<file path="src/rtl/json_string_escape_encoder_defines.svh">
// Assertion macros used by the JSON string escape encoder RTL.
`ifndef JSON_STRING_ESCAPE_ENCODER_DEFINES_SVH
`define JSON_STRING_ESCAPE_ENCODER_DEFINES_SVH
`ifndef ASSERT_OFF
`define JSE_ASSERT(label, clk, rst_n, prop, msg) \
    label: assert property (@(posedge clk) disable iff (!rst_n) prop) else $error(msg);
`define JSE_ASSERT_NEVER(label, clk, rst_n, expr, msg) \
    label: assert property (@(posedge clk) disable iff (!rst_n) !(expr)) else $error(msg);
`else
`define JSE_ASSERT(label, clk, rst_n, prop, msg)
`define JSE_ASSERT_NEVER(label, clk, rst_n, expr, msg)
`endif
`endif

</file>
<file path="src/rtl/jse_pkg.sv">
// Types, character codes and helper functions for the JSON string escape encoder.
`default_nettype none
package jse_pkg;

    localparam int RunMax = 7;
    localparam int CountW = $clog2(RunMax + 1);

    localparam logic [7:0] CHAR_QUOTE  = 8'h22;
    localparam logic [7:0] CHAR_BSLASH = 8'h5C;
    localparam logic [7:0] CHAR_U      = 8'h75;
    localparam logic [7:0] CHAR_B      = 8'h62;
    localparam logic [7:0] CHAR_F      = 8'h66;
    localparam logic [7:0] CHAR_N      = 8'h6E;
    localparam logic [7:0] CHAR_R      = 8'h72;
    localparam logic [7:0] CHAR_T      = 8'h74;
    localparam logic [7:0] CHAR_ERROR  = 8'h00;

    localparam logic [7:0] CTRL_BS  = 8'h08;
    localparam logic [7:0] CTRL_TAB = 8'h09;
    localparam logic [7:0] CTRL_LF  = 8'h0A;
    localparam logic [7:0] CTRL_FF  = 8'h0C;
    localparam logic [7:0] CTRL_CR  = 8'h0D;

    // no escape needed
    localparam logic [7:0] ESC_NONE = 8'h00;

    // top three bits of a UTF-8 lead byte
    localparam logic [2:0] LEAD_3BYTE = 3'b111;
    localparam logic [2:0] LEAD_2BYTE = 3'b110;

    typedef struct packed {
        logic [1:0]  need;
        logic [15:0] acc;
        logic        disc;
    } state_t;

    typedef struct packed {
        logic [RunMax-1:0][7:0] chars;
        logic [CountW-1:0]      count;
        logic                   str_end;
        logic                   bad;
    } run_t;

    function automatic logic [7:0] escape_char(input logic [7:0] b);
        logic [7:0] e;
        case (b)
            CHAR_QUOTE:  e = CHAR_QUOTE;
            CHAR_BSLASH: e = CHAR_BSLASH;
            CTRL_BS:     e = CHAR_B;
            CTRL_FF:     e = CHAR_F;
            CTRL_LF:     e = CHAR_N;
            CTRL_CR:     e = CHAR_R;
            CTRL_TAB:    e = CHAR_T;
            default:     e = ESC_NONE;
        endcase
        return e;
    endfunction

    // lowercase hex digit
    function automatic logic [7:0] hex_char(input logic [3:0] d);
        logic [7:0] c;
        if (d < 4'd10)
        begin
            c = 8'h30 + {4'h0, d};
        end
        else
        begin
            c = 8'h57 + {4'h0, d};
        end
        return c;
    endfunction

endpackage
`default_nettype wire

</file>
<file path="src/rtl/json_string_escape_encoder.sv">
// Top level of the JSON string escape encoder: state, run buffer and handshakes.
//
//   channel | direction | handshake            | payload
//   --------+-----------+----------------------+------------------------------------------
//   in      | sink      | in_valid / in_stall  | in_byte, first_byte, last_byte
//   out     | source    | out_valid / out_stall| out_char, run_end, string_end, bad_char
//   cfg     | sink      | cfg_valid / cfg_ready| cfg_data (force_ucs2)
//
// An accepted byte is encoded in the cycle it arrives and its whole run of
// characters (zero to seven) lands in the run register; results leave one beat
// per cycle from there while out_stall is low. A byte yielding results holds the
// run register until its final beat leaves, so plain text streams at one byte
// per cycle while out_stall is low. The next byte is taken in the same cycle the
// final beat of the current run leaves. Reset clears the string state, the
// run count and force_ucs2; out_stall backs up into in_stall directly.
`default_nettype none
`include "json_string_escape_encoder_defines.svh"
module json_string_escape_encoder (
    input  wire logic       clk,
    input  wire logic       rst_n,

    input  wire logic       in_valid,
    output logic            in_stall,
    input  wire logic [7:0] in_byte,
    input  wire logic       first_byte,
    input  wire logic       last_byte,

    output logic            out_valid,
    input  wire logic       out_stall,
    output logic [7:0]      out_char,
    output logic            run_end,
    output logic            string_end,
    output logic            bad_char,

    input  wire logic       cfg_valid,
    output logic            cfg_ready,
    input  wire logic       cfg_data
);

    logic                                 force_ucs2_reg;
    jse_pkg::state_t                      state_reg;
    jse_pkg::state_t                      state_next;
    jse_pkg::run_t                        enc_run;

    logic [jse_pkg::RunMax-1:0][7:0]      run_chars_reg;
    logic [jse_pkg::RunMax-1:0][7:0]      run_chars_next;
    logic [jse_pkg::CountW-1:0]           run_count_reg;
    logic [jse_pkg::CountW-1:0]           run_count_next;
    logic                                 run_end_flag_reg;
    logic                                 run_end_flag_next;
    logic                                 run_bad_reg;
    logic                                 run_bad_next;

    logic                                 in_fire;
    logic                                 out_fire;

    // The user must rewrite the register only while idle; the block does not enforce it, so always take it.
    assign cfg_ready = 1'b1;

    always_ff @(posedge clk or negedge rst_n)
    begin
        if (!rst_n)
        begin
            force_ucs2_reg <= 1'b0;
        end
        else if (cfg_valid && cfg_ready)
        begin
            force_ucs2_reg <= cfg_data;
        end
    end

    // Encode the incoming byte against the current string state.
    jse_encode u_encode (
        .in_byte    (in_byte),
        .first_byte (first_byte),
        .last_byte  (last_byte),
        .force_ucs2 (force_ucs2_reg),
        .state_cur  (state_reg),
        .state_next (state_next),
        .run        (enc_run)
    );

    // Output side: head of the run register.
    assign out_valid  = (run_count_reg != '0);
    assign out_char   = run_chars_reg[0];
    assign run_end    = (run_count_reg == jse_pkg::CountW'(1));
    assign string_end = run_end && run_end_flag_reg;
    assign bad_char   = run_end && run_bad_reg;
    assign out_fire   = out_valid && !out_stall;

    // Take a byte when the run register is empty or its final beat leaves now.
    assign in_stall = !((run_count_reg == '0) || (run_end && !out_stall));
    assign in_fire  = in_valid && !in_stall;

    always_comb
    begin
        run_chars_next    = run_chars_reg;
        run_count_next    = run_count_reg;
        run_end_flag_next = run_end_flag_reg;
        run_bad_next      = run_bad_reg;
        if (in_fire)
        begin
            // load a fresh run
            run_chars_next    = enc_run.chars;
            run_count_next    = enc_run.count;
            run_end_flag_next = enc_run.str_end;
            run_bad_next      = enc_run.bad;
        end
        else if (out_fire)
        begin
            // advance to the next character
            run_chars_next = {8'h00, run_chars_reg[jse_pkg::RunMax-1:1]};
            run_count_next = run_count_reg - 1'b1;
        end
    end

    always_ff @(posedge clk or negedge rst_n)
    begin
        if (!rst_n)
        begin
            state_reg     <= '0;
            run_count_reg <= '0;
        end
        else
        begin
            if (in_fire)
            begin
                state_reg <= state_next;
            end
            run_count_reg <= run_count_next;
        end
    end

    // payload of the run: no reset
    always_ff @(posedge clk)
    begin
        run_chars_reg    <= run_chars_next;
        run_end_flag_reg <= run_end_flag_next;
        run_bad_reg      <= run_bad_next;
    end

    `JSE_ASSERT(a_in_only_near_empty, clk, rst_n, in_fire |-> (run_count_reg <= jse_pkg::CountW'(1)), "byte taken while a run is still pending")
    `JSE_ASSERT(a_bad_is_final, clk, rst_n, (out_valid && bad_char) |-> (string_end && run_end && out_char == jse_pkg::CHAR_ERROR), "error beat not closing its string")
    `JSE_ASSERT(a_discard_silent, clk, rst_n, (in_fire && state_reg.disc && !first_byte) |=> (run_count_reg == '0), "discarded byte produced output")
    `JSE_ASSERT(a_drain_step, clk, rst_n, (out_fire && run_count_reg > jse_pkg::CountW'(1)) |=> (run_count_reg == $past(run_count_reg) - 1'b1), "run count did not step down by one")
    `JSE_ASSERT_NEVER(a_need_range, clk, rst_n, state_reg.need == 2'd3, "continuation count out of range")

endmodule
`default_nettype wire

</file>
<file path="src/rtl/jse_encode.sv">
// Single-pass encoder: one input byte plus state to a run of output characters.
`default_nettype none
module jse_encode (
    input  wire logic [7:0]     in_byte,
    input  wire logic           first_byte,
    input  wire logic           last_byte,
    input  wire logic           force_ucs2,
    input  wire jse_pkg::state_t state_cur,
    output jse_pkg::state_t     state_next,
    output jse_pkg::run_t       run
);

    logic [jse_pkg::RunMax-1:0][7:0] chars;
    logic [jse_pkg::CountW-1:0]      n;
    logic [1:0]                      need_v;
    logic [15:0]                     acc_v;
    logic [15:0]                     acc_shift;
    logic                            disc_v;
    logic                            err;
    logic                            end_f;
    logic                            bad_f;
    logic [7:0]                      esc;

    always_comb
    begin
        chars     = '0;
        n         = '0;
        need_v    = state_cur.need;
        acc_v     = state_cur.acc;
        disc_v    = state_cur.disc;
        err       = 1'b0;
        end_f     = 1'b0;
        bad_f     = 1'b0;
        acc_shift = {acc_v[9:0], in_byte[5:0]};
        esc       = jse_pkg::escape_char(in_byte);

        // a new string drops whatever the previous one left behind
        if (first_byte)
        begin
            need_v   = 2'd0;
            acc_v    = 16'd0;
            disc_v   = 1'b0;
            chars[n] = jse_pkg::CHAR_QUOTE;
            n        = n + 1'b1;
        end

        acc_shift = {acc_v[9:0], in_byte[5:0]};

        if (disc_v)
        begin
            if (last_byte)
            begin
                disc_v = 1'b0;
            end
        end
        else
        begin
            if (need_v != 2'd0)
            begin
                // continuation: any byte counts, take its low six bits
                need_v = need_v - 2'd1;
                if (need_v == 2'd0)
                begin
                    chars[n] = jse_pkg::CHAR_BSLASH;
                    n        = n + 1'b1;
                    chars[n] = jse_pkg::CHAR_U;
                    n        = n + 1'b1;
                    chars[n] = jse_pkg::hex_char(acc_shift[15:12]);
                    n        = n + 1'b1;
                    chars[n] = jse_pkg::hex_char(acc_shift[11:8]);
                    n        = n + 1'b1;
                    chars[n] = jse_pkg::hex_char(acc_shift[7:4]);
                    n        = n + 1'b1;
                    chars[n] = jse_pkg::hex_char(acc_shift[3:0]);
                    n        = n + 1'b1;
                    acc_v    = 16'd0;
                end
                else
                begin
                    acc_v = acc_shift;
                end
            end
            else if (esc != jse_pkg::ESC_NONE)
            begin
                chars[n] = jse_pkg::CHAR_BSLASH;
                n        = n + 1'b1;
                chars[n] = esc;
                n        = n + 1'b1;
            end
            else if (force_ucs2 && in_byte[7])
            begin
                if (in_byte[7:5] == jse_pkg::LEAD_3BYTE)
                begin
                    need_v = 2'd2;
                    acc_v  = {12'd0, in_byte[3:0]};
                end
                else if (in_byte[7:5] == jse_pkg::LEAD_2BYTE)
                begin
                    need_v = 2'd1;
                    acc_v  = {11'd0, in_byte[4:0]};
                end
                else
                begin
                    err = 1'b1;
                end
            end
            else
            begin
                chars[n] = in_byte;
                n        = n + 1'b1;
            end

            // string ends inside a sequence
            if (!err && last_byte && need_v != 2'd0)
            begin
                err = 1'b1;
            end

            if (err)
            begin
                chars[n] = jse_pkg::CHAR_ERROR;
                n        = n + 1'b1;
                end_f    = 1'b1;
                bad_f    = 1'b1;
                need_v   = 2'd0;
                acc_v    = 16'd0;
                disc_v   = !last_byte;
            end
            else if (last_byte)
            begin
                chars[n] = jse_pkg::CHAR_QUOTE;
                n        = n + 1'b1;
                end_f    = 1'b1;
            end
        end
    end

    assign state_next.need = need_v;
    assign state_next.acc  = acc_v;
    assign state_next.disc = disc_v;

    assign run.chars   = chars;
    assign run.count   = n;
    assign run.str_end = end_f;
    assign run.bad     = bad_f;

endmodule
`default_nettype wire
</file>
<file path="config.mk">
export PLATFORM = sky130hd
export DESIGN_NAME = json_string_escape_encoder
export DESIGN_NICKNAME = d
export VERILOG_FILES = /design/src/rtl/jse_pkg.sv /design/src/rtl/json_string_escape_encoder.sv /design/src/rtl/jse_encode.sv
export VERILOG_INCLUDE_DIRS = /design/src /design/src/rtl
export SDC_FILE = /design/constraint.sdc
export NUM_CORES = 1
export LEC_CHECK = 0
export BUFFER_PORTS_ARGS = -buffer_cell sky130_fd_sc_hd__buf_2
export CELL_PAD_IN_SITES_DETAIL_PLACEMENT = 0
export CELL_PAD_IN_SITES_GLOBAL_PLACEMENT = 1
export CORE_UTILIZATION = 47
export DETAILED_ROUTE_END_ITERATION = 8
export PLACE_DENSITY_LB_ADDON = 0.1
export SETUP_SLACK_MARGIN = 0.5
export SYNTH_ARGS = -nofsm -noshare
export SYNTH_HDL_FRONTEND = slang
export SYNTH_SLANG_ARGS = --single-unit
export TNS_END_PERCENT = 5
</file>
<file path="constraint.sdc">
create_clock -name clk -period 5.9 [get_ports clk]
set_input_delay 0.295 -clock clk [delete_from_list [all_inputs] [get_ports clk]]
set_output_delay 0.295 -clock clk [all_outputs]
set_load 0.02 [all_outputs]
</file>
-- Word-level counts from Yosys, hierarchy flattened
Cells that the tools add are included.
- add/subtract/negate cells: 17
- order comparisons: 18
- equal/unequal tests: 10
- mux-type cells: 92
- bitwise logic cells: 11
- reductions and logical operators: 27
- operator list (operator ; number):
    $mux W56 ; 10
    $bwmux W56 ; 6
    $mux W8 ; 23
    $demux W8 S3 ; 7
    $mux W16 ; 9
    $and A56 B56 Y56 ; 1
    $not A56 Y56 ; 1
    $pmux W7 S7 ; 1
    $and A42 B42 Y42 ; 1
    $not A42 Y42 ; 1
    $eq A8 B4 Y1 const B ; 5
    $or A35 B35 Y35 ; 1
    $add A7 B4 Y8 const A ; 4
    $mux W3 ; 10
    $add A6 B4 Y7 const A ; 4
    $and A4 B28 Y28 ; 1
    $not A28 Y28 ; 1
    $or A3 B28 Y28 ; 1
    $lt A3 B4 Y1 const B ; 6
    $and A21 B21 Y21 ; 1
    $not A21 Y21 ; 1
    $add A3 B1 Y3 const B ; 6
    $ge A3 B1 Y1 const B ; 6
    $mux W2 ; 9
    other kinds (21) ; 59
- register bits after elaboration: 81
- output and inout port bits: 14

-- Depth between registers and ports, before layout
Gate-level depths: netlist of the first run.
- depth in word-level cells: 20
- depth in mapped cells: 13

-- Cells and area by module
A second synthesis of the first run with hierarchy kept.
- cell total of the unflattened synthesis: 659
- area, all modules: 5392.7 um^2
- by module, submodules not included (module ; instances ; cells each ; area each (um^2)):
    json_string_escape_encoder ; 1 ; 345 ; 3494.6
    jse_encode ; 1 ; 314 ; 1898.1

-- Least setup slack after synthesis of the first run
OpenSTA, ideal clock, no wires.
- path kind: register -> register
- start: reg run_count_reg[0] in the netlist's numbering
- end: reg run_count_reg[1] in the netlist's numbering
- arrival time: 4.333 ns
- slack: 1.440 ns
- cell stages (with the launch flop): 8
- buffers on the path: 0
- cells stage by stage: dfrtp_1 > inv_1 > ha_1 > nand2b_1 > nor2_1 > a21oi_1 > o311ai_0 > o21a_1
- elaborated cells between the ends (all ways): 11
- those cells by class: 1 x add/sub; 1 x eq/ne; 2 x mux; 7 x reduce/logical
- RTL lines (item ; line ; text):
    start: declaration ; json_string_escape_encoder.sv:47 ; logic [jse_pkg::CountW-1:0] run_count_reg;
    start signal: assignment ; json_string_escape_encoder.sv:130 ; run_count_reg <= run_count_next;
    $reduce_bool A3 Y1 ; json_string_escape_encoder.sv:84 ; assign out_valid = (run_count_reg != '0);
    net out_valid ; json_string_escape_encoder.sv:28 ; output logic out_valid,
    $logic_and A1 B1 Y1 ; json_string_escape_encoder.sv:89 ; assign out_fire = out_valid && !out_stall;
    $reduce_bool A2 Y1 (no line) ; n/a ;
The timed path passes the listed nets, and every way through them passes these cells. The select of a mux whose other input is x is not followed.
A chain may end at the register's enable or synchronous reset.

==> flow_summary.ini, run 1 <==
[outcome]
outcome = complete, no violations

[critical_path]
cp-end-kind = flip-flop
worstPathBufferInverterCount = 1
worstSetupStartpointType = flip-flop
crit_slowest_cell = ha_1
path_max_fanout = 12
required_ps = 6010
critical-path-max-stage-delay_ps = 490
path_cells = and2_1 -> inv_1 -> ha_1 -> nor3_1 -> nand2_1 -> o211ai_1 -> a31oi_1 -> a21o_1
worstPathArrival_ps = 3320
crit_type = flip-flop to flip-flop
cp_top_family = simple AND/OR/NAND/NOR gates

[floorplanning]
fp.dieW_um = 96.55
ios = 30
die_h_um = 96.55
die_area_um2 = 9322
num_rows = 34
core-area_um2 = 8678
start_util_pct = 48.41

[detailed_routing]
wirelength_met1_um = 5200
wl_met3_um = 644
wl_met2_um = 5624
route.top_layer_used = met4
dr_total_vias = 3533
wl_um = 11920
drc = 0
first_pass_iters = 5
drtIter0Drc = 300
vias_per_cell = 6.286
wire_per_inst_um = 21.20
postRouteAntennaNets = 0

[logic_synthesis]
synthTopCellsByArea = edfxtp_1 38%, dfrtp_1 10%, nand2_1 6.2%, o21ai_0 4.5%, ha_1 4.2%
ys_types = 65
synth_top_area_share_pct = 37.88
synth_fa_ha_area_share_pct = 4.169
async_reset_ff_share_pct = 24.29
ys_top_cells_by_count = 69 x nand2_1, 53 x edfxtp_1, 38 x o21ai_0
ys_ff_latch = 70
synth_area_leader_cell = edfxtp_1
ys.flop_type = edfxtp_1
ys_seq_area_share_pct = 48.00
synthSimpleGateAreaFrac_pct = 16.83
yosys_warnings = 0
synth_top_family_by_area = compound AO/OA/AOI/OAI gates
synth-compound-area-share_pct = 23.08
synthMuxAreaShare_pct = 0.5063
synth.most_common_cell = nand2_1
syn_area_um2 = 4202
avgSynthCellArea_um2 = 9.614
synth_edf_count = 53
synth-xor-area-share_pct = 1.668
postSynthCellCount = 437

[sta]
finalHoldViolations = 0
slew_headroom_pct = 33.11
fin_crit_ps = 3209
fin_setup_tns_ps = 0
max_freq_mhz = 311.7
slew_viol_final = 0
rsz0062_at_grt = no
setup_viol_count_final = 0
skew_ps = 9.561
finalWorstSetupSlack_ps = 2691
tightest_slew_ps = 1001
fin_crit_sh_pct = 54.38

[global_route]
overflow = 0
grt_usage_pct = 27.37
grt_max_degree = 55
grt_pass1_vias = 3377
grt_pass1_wl_um = 18370
antenna_found_initial = 0

[cts]
ctsHoldBuffers = 1
cts_tree = done
clk_latency_ps = 350
ctsResizeCount = 0
numClockSinks = 70
clk_pin_slew_ps = 70
cts_setup_buffers = 0
cts_buffers = 9
htreeDepth = 3
root_buffer = clkbuf_8
clock_path_buffers = 2

[pwr]
p_sw_share_pct = 36.09
p_switching_w = 0.0006401
power.internal_w = 0.001133
peakVddDrop_uv = 143.8
p_per_area_nw_per_um2 = 389.6
leakagePower_nw = 1.828
p_clk_share_pct = 21.6
p_seq_share_pct = 45.9
comb_power_share_pct = 32.5

[final_layout]
n_fill_cell = 834
layout-drive-gt1-share_pct = 13.44
final_core_util_pct = 52.45
largest_reg_flops = 43
antenna_cells = 0
layout.nets = 479
final_cells = 562
area_growth_pct = 8.338
fin_area_um2 = 4552

[placed_design]
hpwl_um = 8288
place_congestion = 0.9476
dp_cells = 545
detailed_place.area_um2 = 4359
port_buffers = 28
place_ws_ps = 2654

[worst_hold_path]
hold_path.class = primary input to flip-flop

[flow_run]
drv_cap = 0
## layer usage
metal | vias to the layer above | GRT usage [%]
met2 | 145 | 43.25
met4 | 0 | 14.71
li1 | 1629 | -
met3 | 36 | 6.182
met1 | 1723 | 34.79
met5 | - | 0
## power by group through the flow
stage | logic (W) | registers [W] | clock network, W
after floorplan | 0.000447 | 0.000790 | 0
after global placement | 0.000570 | 0.000819 | 0
after detailed placement | 0.000571 | 0.000824 | 0
after CTS | 0.000573 | 0.000813 | 0.000393
after global routing | 0.000641 | 0.000834 | 0.000408
final | 0.000576 | 0.000815 | 0.000383
## logic make-up after synthesis
logic type / count (synthesis)
flops: 70
compound gates: 141
simple gates: 150
xor+xnor: 8
fa+ha+maj: 14
mux: 2
other cells: 2
buf+inv: 50
## path summary, 6_finish.rpt
check / cells after the start / start / endpoint / slack (ps)
hold reg to reg: 1 / run_count_reg[1]$_DFFE_PN0P_ / run_count_reg[1]$_DFFE_PN0P_ / 500
setup / recovery: 8 / force_ucs2_reg$_DFFE_PN0P_ / out_char[2]$_DFFE_PP_ / 2690
min in group asynchronous: 2 / rst_n / state_reg[1]$_DFFE_PN0P_ / 390
setup reg to reg: 8 / force_ucs2_reg$_DFFE_PN0P_ / out_char[2]$_DFFE_PP_ / 2690
hold / removal: 2 / cfg_data / force_ucs2_reg$_DFFE_PN0P_ / 170
max in group asynchronous: 2 / rst_n / state_reg[5]$_DFFE_PN0P_ / 5210
## cells in the final DEF, fill, tap and decap left out, types with 4 or more instances in the layout
cell type	instances
nand2_1	69
edfxtp_1	53
o21ai_0	38
nor2_1	32
buf_2	28
a21oi_1	26
dfrtp_1	17
ha_1	14
inv_1	13
a22o_1	12
a31oi_1	10
a32o_1	10
nor3_1	9
clkbuf_8	9
nand3_1	8
nor2b_1	8
xnor2_1	6
conb_1	6
a31o_2	4
nand4_1	4
## layout make-up
class	count	area (um^2)	share of cell area, %
inverter	15	56.30	1.237
multi-input combinational	321	1988	43.68
clock inverter	4	47.55	1.045
timing repair buffer	32	172.7	3.793
clock buffer	12	135.1	2.969
sequential	70	2017	44.31
tap	108	135.1	2.969
## through the flow
| step | hold WS, ps | total power [W] |
|---|---|---|
| after global routing | 171.0 | 0.001883 |
| final | 174.0 | 0.001773 |
| after floorplan | -0.5911 | 0.001238 |
| after global placement | 238.6 | 0.001388 |
| after CTS | 162.1 | 0.001779 |
| after detailed placement | 241.0 | 0.001395 |
No activity file was read; power rests on OpenSTA's default activity.
==> run 2, diff against run 1 <==
clock period = 3.18 ns   (was 5.9 ns; I/O delays follow)
==> run 2 against run 1 <==
Effect of this change: cell count up 3.0%; cell area rose by 3.7%; routed wire length decreased by 1.0%; via count decreased by 1.4%; total power rose by 94%; combinational power is 93% higher.
==> flow_summary.ini, run 2 (synthesized netlist as in run 1, its figures left out) <==
[outcome]
outcome = complete, no violations

[floorplanning]
die_area_um2 = 9322
die_h_um = 96.55
fp.dieW_um = 96.55
ios = 30
core-area_um2 = 8678
num_rows = 34
start_util_pct = 48.41

[placed_design]
dp_cells = 562
port_buffers = 28
hpwl_um = 8675
place_congestion = 0.9424

[critical_path]
path_max_fanout = 13
rrSetupSlack_ps = 730
r2r-start = state_reg[17]$_DFFE_PN0P_
crit_type = flip-flop to flip-flop
crit_start = state_reg[17]$_DFFE_PN0P_
worstPathArrival_ps = 2590
required_ps = 3330
worstSetupStartpointType = flip-flop
cp-end-kind = flip-flop

[detailed_routing]
vias_per_cell = 6.016
postRouteAntennaNets = 0
wire_per_inst_um = 20.38
first_pass_iters = 5
dr_total_vias = 3483
drtIter0Drc = 234
wl_um = 11800
drc = 0

[cts]
cts_tree = done
cts_buffers = 9
htreeDepth = 3
cts_setup_buffers = 0
clk_latency_ps = 350
clk_pin_slew_ps = 80
numClockSinks = 70
clock_path_buffers = 2
root_buffer = clkbuf_8

[final_layout]
layout_commonest_cell = nand2_1
largest_reg_flops = 43
layout_common_cells = 69 x nand2_1, 53 x edfxtp_1, 38 x o21ai_0
area_growth_pct = 12.39
layout.nets = 496
layout-drive-gt1-share_pct = 16.99
n_fill_cell = 828
final_core_util_pct = 54.41
antenna_cells = 0
final_cells = 579

[worst_hold_path]
min_from = cfg_data
hold_path.class = primary input to flip-flop

[sta]
slew_headroom_pct = 44.82
fin_crit_sh_pct = 77.01
fin_crit_ps = 2449
tightest_slew_ps = 825.9
finalHoldViolations = 0
slew_viol_final = 0
setup_viol_count_final = 0
rsz0062_at_grt = no
fin_setup_tns_ps = 0
skew_ps = 8.529
max_freq_mhz = 408.3

[global_route]
antenna_found_initial = 0
grt_pass1_vias = 3373
grt_usage_pct = 27.51
overflow = 0
grt_max_degree = 33
grt_pass1_wl_um = 18700

[pwr]
leakagePower_nw = 1.923
p_per_area_nw_per_um2 = 729.1
peakVddDrop_uv = 327.3

[flow_run]
drv_cap = 0
[run 2: final cells by class]
type                       count  area, um^2  area share, %
inverter                      15       56.30          1.192
sequential                    70        2017          42.71
clock buffer                  11       141.4          2.994
timing repair buffer          49       300.3          6.359
multi-input combinational    321        1988          42.10
clock inverter                 5       83.83          1.775
tap                          108       135.1          2.862
[run 2: through the flow]
| stage | area, um^2 | setup WS (ps) | hold WS [ps] | total power [W] |
|---|---|---|---|---|
| 4_1_cts | 4722 | 759.0 | 27.33 | 0.003453 |
| 3_3_place_gp | 4487 | 500.5 | 101.9 | 0.002624 |
| 3_5_place_dp | 4487 | 431.7 | 105.4 | 0.002631 |
| 2_1_floorplan | 4228 | 535.4 | -136.6 | 0.002291 |
| 5_1_grt | 4722 | 573.6 | 35.59 | 0.003657 |
| 6_report | 4722 | 731.1 | 35.88 | 0.003443 |
[run 2: report_power, final]
part / internal (W) / leakage [nW] / switching, W
Sequential: 0.00136 / 0.747 / 0.000154
Clock: 0.000465 / 0.106 / 0.000358
Combinational: 0.000418 / 1.07 / 0.000693
Total: 0.00224 / 1.92 / 0.00120
[run 2: path summary, 6_finish.rpt]
path,endpoint,cells after the start
worst max-delay path,run_chars_reg[35]$_DFFE_PP_,5
min in group asynchronous,state_reg[7]$_DFFE_PN0P_,2
max in group asynchronous,state_reg[10]$_DFFE_PN0P_,2
worst min-delay path,force_ucs2_reg$_DFFE_PN0P_,2
worst max register to register,run_chars_reg[35]$_DFFE_PP_,5
worst min register to register,run_count_reg[1]$_DFFE_PN0P_,1
[run 2: what timing repair did]
| item | CTS | global route |
|---|---|---|
| endpoints found under the hold margin | 17 | 0 |
| hold buffers | 1 | 0 |
| gates resized for setup | 0 | 0 |
[run 2: worst max-delay path: stages, from the launching register on]
cell and delay (ps):
dfrtp_1 660, nand2_1 210, nor3_1 630, nand2_1 180, buf_4 220, o41ai_1 340
[run 2: routing by layer]
metal / global-route usage (%) / wire length [um] / vias up / part of all wire, %
li1: - / - / 1658 / -
met1: 35.44 / 5112 / 1663 / 43
met2: 47.59 / 5789 / 146 / 49
met3: 4.304 / 688 / 16 / 5.8
met4: 7.843 / 208 / 0 / 1.8
met5: 0 / 0 / - / 0
==> run 3, diff against run 2 <==
CORE_UTILIZATION = 43   (was 47)
clock period = 2.1 ns   (was 3.18 ns; I/O delays follow)
==> run 3 against run 2 <==
Effect of this change: total power increased by 64%; core utilization increased by 5.2 points; routed wire length increased by 13%; via count increased by 13%; combinational power increased by 100%; sequential power increased by 50%; clock skew increased by 3.9 ps; critical path depth increased by 2; flip-flop and latch count unchanged; non-clock buffer count increased by 77; cell area increased by 18%; highest routed layer unchanged.
==> flow_summary.ini, run 3 (synthesized netlist as in run 1, its figures left out) <==
[placed_design]
hpwl_um = 10090
place_congestion = 0.9280
port_buffers = 28
dp_cells = 641

[critical_path]
path_max_fanout = 11
crit_slowest_cell = a222oi_1
worstSetupStartpointType = flip-flop
cp_top_family = compound AO/OA/AOI/OAI gates
crit_start = force_ucs2_reg$_DFFE_PN0P_
critical-path-max-stage-delay_ps = 460
path_cells = and2_4 -> inv_4 -> buf_4 -> a222oi_1 -> buf_4 -> nand3_2 -> a32o_2
worstPathArrival_ps = 2180
crit_type = flip-flop to flip-flop
required_ps = 2210
r2r-start = force_ucs2_reg$_DFFE_PN0P_
cp-end-kind = flip-flop
crit_top_cell = buf_4
worstPathBufferInverterCount = 3

[cts]
cts_tree = done
clk_latency_ps = 360
root_buffer = clkbuf_8
clock_path_buffers = 2
htreeDepth = 3
cts_buffers = 9
clk_pin_slew_ps = 80
numClockSinks = 70

[sta]
rsz0062_at_grt = yes
fin_setup_tns_ps = 0
fin_crit_sh_pct = 98.30
skew_ps = 12.48
slew_viol_final = 0
fin_crit_ps = 2064
max_freq_mhz = 484.4
finalHoldViolations = 0
whs_ps = 48.17
setup_viol_count_final = 0

[detailed_routing]
vias_per_cell = 5.799
wl_um = 13320
drtIter0Drc = 299
wire_per_inst_um = 19.68
first_pass_iters = 5
drc = 0
dr_total_vias = 3926
postRouteAntennaNets = 0

[final_layout]
layout.nets = 573
antenna_cells = 0
final_cells = 677
layout_common_cells = 86 x buf_4, 67 x nand2_1, 53 x edfxtp_1
layout-drive-gt1-share_pct = 33.94
layout_commonest_cell = buf_4
n_fill_cell = 870
area_growth_pct = 32.91
largest_reg_flops = 43

[floorplanning]
fp.dieW_um = 100.9
die_h_um = 100.9
ios = 30
die_area_um2 = 10170
num_rows = 35
core-area_um2 = 9371
start_util_pct = 44.83

[global_route]
grt_pass1_vias = 3890
grt_pass1_wl_um = 21170
grt_usage_pct = 28.22
grt_max_degree = 35
antenna_found_initial = 0
overflow = 0

[pwr]
post-layout-total-power_w = 0.005641
leakagePower_nw = 2.353
peakVddDrop_uv = 518.1
p_per_area_nw_per_um2 = 1010

[outcome]
outcome = complete, no violations

[worst_hold_path]
min_from = last_byte
hold_path.class = primary input to flip-flop

[flow_run]
drv_cap = 0
==> run 3: cell types whose count changed in the layout (fill, tap and decap cells not counted), sizes merged <==
cell,change
buf,+75
clkinv,+3
dlygate4sd3,+2
bufinv,-1
inv,+1
clkbuf,-2
clkinvlp,-1
==> run 3: power by group <==
part / total, W / switching, W / internal (W)
clock: 0.00111 / 0.000557 / 0.000550
combinational: 0.00226 / 0.00124 / 0.00102
sequential: 0.00227 / 0.000215 / 0.00206
total: 0.00564 / 0.00202 / 0.00362
==> run 3: worst paths after layout <==
kind / end / slack [ps] / cells after the start
max in group asynchronous: state_reg[18]$_DFFE_PN0P_ / 1560 / 2
worst max-delay path: run_chars_reg[17]$_DFFE_PP_ / 40 / 7
worst min-delay path: state_reg[0]$_DFFE_PN0P_ / 50 / 2
min in group asynchronous: state_reg[5]$_DFFE_PN0P_ / 220 / 2
worst min register to register: run_chars_reg[37]$_DFFE_PP_ / 520 / 2
worst max register to register: run_chars_reg[17]$_DFFE_PP_ / 40 / 7
==> run 3: layout make-up <==
| type | instances | area [um^2] | share of cell area, % |
|---|---|---|---|
| multi-input cells | 321 | 2197 | 39.35 |
| flip-flops and latches | 70 | 2019 | 36.16 |
| repair buffers | 126 | 950.9 | 17.03 |
| well taps | 129 | 161.4 | 2.890 |
| clock buffers | 9 | 123.9 | 2.218 |
| clock inverters | 7 | 72.57 | 1.300 |
| inverters | 15 | 58.81 | 1.053 |
==> run 3: per-stage QoR <==
| stage | worst slack, ps | utilization, % | area [um^2] |
|---|---|---|---|
| after global placement | -139.7 | 53.31 | 4996 |
| after floorplan | -242.2 | - | 4259 |
| after detailed placement | -239.6 | 53.31 | 4996 |
| after CTS | 89.94 | 56.89 | 5331 |
| final | 35.65 | 59.59 | 5584 |
| after global routing | 7.299 | 59.59 | 5584 |
==> run 3: what timing repair did <==
item | 4_1_cts | 5_1_grt
hold buffers | 3 | 0
pin swaps | 0 | 12
hold endpoints to repair | 18 | 0
resized for setup | 21 | 29
buffers inserted | 1 | 16
setup endpoints to repair | 119 | 122
cloned | 0 | 0
==> run 3: metal layers <==
metal / track usage, % / routed length [um] / vias up
met2: 47.15 / 6422 / 160
met3: 3.953 / 669 / 43
met1: 36.52 / 5763 / 1905
met4: 12.49 / 467 / 0
met5: 0 / 0 / -
li1: - / - / 1818
